### config.mk
export PLATFORM = sky130hd
export DESIGN_NAME = mms_cell
export DESIGN_NICKNAME = d
export VERILOG_FILES = /design/src/sv/mms_pkg.sv /design/src/sv/mms_cell.sv
export SDC_FILE = /design/constraint.sdc
export NUM_CORES = 1
export LEC_CHECK = 0
export CORE_UTILIZATION = 50
export DETAILED_ROUTE_END_ITERATION = 12
export DONT_BUFFER_PORTS = 1
export GPL_TIMING_DRIVEN = 0
export PLACE_DENSITY = 0.76
export RECOVER_POWER = 25
export SYNTH_ARGS = -nofsm -noshare
export SYNTH_HDL_FRONTEND = slang
export SYNTH_SLANG_ARGS = --single-unit
### constraint.sdc
create_clock -name clk -period 3 [get_ports clk]
set_input_delay 0.3 -clock clk [delete_from_list [all_inputs] [get_ports clk]]
set_output_delay 0.3 -clock clk [all_outputs]
set_load 0.02 [all_outputs]
### src/sv/mms_pkg.sv
// mms_pkg: command codes and the cell shift control type of the min/max stack.
// No dependencies; imported by mms_cell, min_max_stack and min_max_stack_tb.
`timescale 1ns / 1ps

package mms_pkg;

  typedef enum logic [1:0] {
    CMD_PUSH  = 2'd0,
    CMD_POP   = 2'd1,
    CMD_CLEAR = 2'd2
  } cmd_t;

  typedef struct packed {
    logic push;
    logic pop;
  } shift_ctl_t;

endpackage

### src/sv/mms_cell.sv
// mms_cell: one level of the min/max stack, holding the running minimum and maximum.
// Depends on mms_pkg for shift_ctl_t.
`timescale 1ns / 1ps

module mms_cell
  import mms_pkg::*;
#(
  parameter int WIDTH = 32
) (
  input  logic                    clk,
  input  shift_ctl_t              ctl,
  input  logic signed [WIDTH-1:0] up_min,
  input  logic signed [WIDTH-1:0] up_max,
  input  logic signed [WIDTH-1:0] dn_min,
  input  logic signed [WIDTH-1:0] dn_max,
  output logic signed [WIDTH-1:0] min_q,
  output logic signed [WIDTH-1:0] max_q
);

  logic signed [WIDTH-1:0] min_r, min_nxt;
  logic signed [WIDTH-1:0] max_r, max_nxt;

  always_comb begin
    min_nxt = min_r;
    max_nxt = max_r;
    if (ctl.push) begin
      min_nxt = up_min;
      max_nxt = up_max;
    end else if (ctl.pop) begin
      min_nxt = dn_min;
      max_nxt = dn_max;
    end
  end

  always_ff @(posedge clk) begin
    min_r <= min_nxt;
    max_r <= max_nxt;
  end

  assign min_q = min_r;
  assign max_q = max_r;

endmodule

Word level (Yosys, flattened, before mapping):

Index checks and enable logic that the tools add are counted.

* input bits: 131
* bits in registers: 64

* multiplexer cells: 4
* reduce and logical (&&, ||, !) cells: 1

Operator list (number)
* 32-bit 2-to-1 mux: 4
* 2-bit nonzero test: 1

Depth between registers and ports, before layout:

* depth in word-level cells: 2
* depth in mapped cells: 3
* gate-level depth less buffers: 1

Worst setup path after synthesis:

OpenSTA, ideal clock, no wires.

* path kind: input to register
* from: in ctl[1] (netlist name)
* to: reg max_r[0] (netlist: max_q[0]), enable pin
* stages: 3
* arrival: 2.049 ns
* path buffers: 2
* path slack: 0.526 ns
* cell sequence: buf_6 -> buf_6 -> or2_1

* word-level cells in the longest chain between the ends: 1

RTL lines
* start, declared: RTL line mms_cell.sv:11 `input shift_ctl_t ctl,`
* 2-bit nonzero test (no source line)
* end signal, assigned: RTL line mms_cell.sv:37 `max_r <= max_nxt;`
* end, declared: RTL line mms_cell.sv:21 `logic signed [WIDTH-1:0] max_r, max_nxt;`

No other way between the ends.
A chain may end at the register's enable or synchronous reset.

Worst setup path after layout:

* from: in ctl[1] (netlist name)
* to: reg min_r[15] (netlist: min_q[15]), enable pin

* word-level cells in the longest chain between the ends: 1

RTL lines
* 2-bit nonzero test (no source line)
* end signal, assigned: RTL line mms_cell.sv:36 `min_r <= min_nxt;`
* end, declared: RTL line mms_cell.sv:20 `logic signed [WIDTH-1:0] min_r, min_nxt;`

No other way between the ends.

==> results.sh <==
export IMPL_status="finished, final reports clean"
export IMPL_endpoint_kind="flip-flop"
export IMPL_fmax_ghz=0.534
export IMPL_synthCells=136
export IMPL_yosysWarnings=0
export IMPL_cts_made_buffers=9
export IMPL_drc_errors=0
export IMPL_rows=27
export IMPL_drive_gt1_frac=0.327
export IMPL_start_util=0.524
export IMPL_die_h_um=78.2
export IMPL_clk_pin_slew_worst_paths_ns=0.07
export IMPL_crit_path_top_delay_cell="or2_2"
export IMPL_pwr_share_clk=0.323
export IMPL_crit_type="input port to flip-flop"
export IMPL_synthMuxAreaShare=0.311
export IMPL_ant_nets=0
export IMPL_htreeDepth=3
export IMPL_power_per_cell_area_nw_per_um2=679
export IMPL_ir_worst_vdd_mv=0.353
export IMPL_finalCriticalPeriod_ns=1.87
export IMPL_wl_per_cell_um=24.0
export IMPL_synth_common_cells="edfxtp_1, mux2_4, mux2_2, buf_6"
export IMPL_syn_nets=267
export IMPL_syn_area_sq_um=2910
export IMPL_yosys_register_bits=64
export IMPL_gp_congestion=0.682
export IMPL_grt_overflow_total=0
export IMPL_ys_top_cells_by_area="edfxtp_1, mux2_4, mux2_2"
export IMPL_synthAdderAreaFrac=0
export IMPL_worstMarginPinSlew_ns=0.751
export IMPL_synth_top_family_by_area="multiplexers"
export IMPL_hp_class="input port to flip-flop"
export IMPL_rsz0062_at_grt="no"
export IMPL_synth_edff_count=64
export IMPL_avgSynthCellArea_sq_um=21.4
export IMPL_relSlewSlack=0.499
export IMPL_hold_violations=0
export IMPL_grt_max_degree=34
export IMPL_p_int_mw=1.55
export IMPL_synth_cell_types=6
export IMPL_cts_buffer_depth=2
export IMPL_port_buffers=0
export IMPL_area_growth_pct=4.95
export IMPL_synth_ff_type="edfxtp_1"
export IMPL_num_io_pins=195
export IMPL_grt_pass1_vias=1307
export IMPL_antenna_found_initial=0
export IMPL_cts_root_buf="clkbuf_8"
export IMPL_ctsHoldBuffers=0
export IMPL_fin_crit_sh=0.624
export IMPL_grt_pass1_wl_um=7200
export IMPL_wirelength_um=5390
export IMPL_nets=279
export IMPL_p_switching_uw=518
export IMPL_slew_violations=0
export IMPL_setup_tns_ns=0
export IMPL_fillerInstances=448
export IMPL_drt_pass1_iter_count=4
export IMPL_comb_power_share=0.062
export IMPL_critPathLaunchType="input port"
export IMPL_p_total_mw=2.07
export IMPL_core_area_sq_um=5540
export IMPL_async_flop_share=0
export IMPL_synth_most_common_cell="edfxtp_1"
export IMPL_maxCapViolations=0
export IMPL_synth_compound_area_frac=0
export IMPL_track_usage=0.170
export IMPL_crit_fanout=33
export IMPL_num_vias=1304
export IMPL_dp_hpwl_um=4060
export IMPL_setup_viol=0
export IMPL_crit_arrival_ns=1.89
export IMPL_power_share_switching=0.250
export IMPL_cts_setup_buffers=0
export IMPL_synth_xor_area_share=0
export IMPL_seqPwrFrac=0.615
export IMPL_required_ns=3.02
export IMPL_leakagePower_nw=1.11
export IMPL_yosys_area_top_type="edfxtp_1"
export IMPL_multiInputGateArea_sq_um=806
export IMPL_drt_iter0_drc=42
export IMPL_cts_tree="built"
export IMPL_antenna_cells=0
export IMPL_fp_dieW_um=78.2
export IMPL_seq_area_frac_synth=0.661
export IMPL_seq_area_sq_um=1920
export IMPL_die_area_sq_um=6120
export IMPL_synth_simple_area_share=0.00215
export IMPL_avgViaCountPerCell=5.80
export IMPL_synth_top_area_share=0.661
export IMPL_clock_sinks=64
export IMPL_cpPeakStageDelay_ns=0.62
export IMPL_cp_cell_sequence="clkbuf_1 > buf_6 > or2_2 > buf_12"
export IMPL_ctsResizeCount=0
## flip-flops by register name, indices dropped and copies added, names as in the netlist
signal / count
max_q: 32
min_q: 32
## power groups by stage
stage               clock, mW  combinational, mW  sequential, mW
detailed placement          0              0.162            1.29
global placement            0              0.152            1.29
finish                  0.669              0.128            1.27
CTS                     0.685              0.162            1.28
global route            0.725              0.139            1.28
floorplan                   0              0.139            1.28
## worst max-delay path, delay by kind of cell
kind                   cells  cell delay, ns
buffers and inverters      3            0.94
AND/OR/NAND/NOR            1            0.62
## layout by cell type, fill, tap and decap left out
cell,n
mux2_4,21
or2_2,1
edfxtp_1,64
bufinv_16,1
clkbuf_1,7
mux2_2,15
clkinv_2,1
buf_6,1
buf_12,1
clkinv_1,4
clkbuf_8,9
mux2_1,28
## through the flow
step | utilization | setup WS, ns | std cells | area [sq um] | hold slack (ns)
6_report | 0.550 | 1.13 | 225 | 3050 | 0.176
5_1_grt | 0.550 | 0.987 | 225 | 3050 | 0.148
4_1_cts | 0.576 | 1.43 | 225 | 3190 | 0.165
3_5_place_dp | 0.544 | 1.08 | 209 | 3020 | 0.520
3_3_place_gp | 0.541 | 0.100 | 208 | 3000 | 0.518
2_1_floorplan | - | 0.526 | 136 | 2910 | 0.517
## final cells by class
cell class	count	area share
sequential	64	0.630
multi-input combinational	65	0.264
tap	72	0.0295
clock inverter	6	0.0164
buffer	7	0.0111
timing repair buffer	1	0.00657
clock buffer	10	0.0419
## logic make-up after synthesis
kind of cell / count (synthesis)
multiplexers: 64
flip-flops: 64
buffers and inverters: 7
AND/OR/NAND/NOR: 1
## path summary, 6_finish.rpt
kind  startpoint   endpoint  slack, ns  depth (start not counted)
max       ctl[1]  min_q[15]       1.13                          4
min   dn_min[21]  min_q[21]       0.18                          1
## layer usage
layer  GRT usage  vias up  share of wire
li1            -      558              -
met1       0.164      614           0.34
met2       0.274      123           0.51
met3       0.103        9           0.13
met4       0.106        0          0.018
met5           0        -              0
Note: power is estimated with default switching activity, not from simulation.
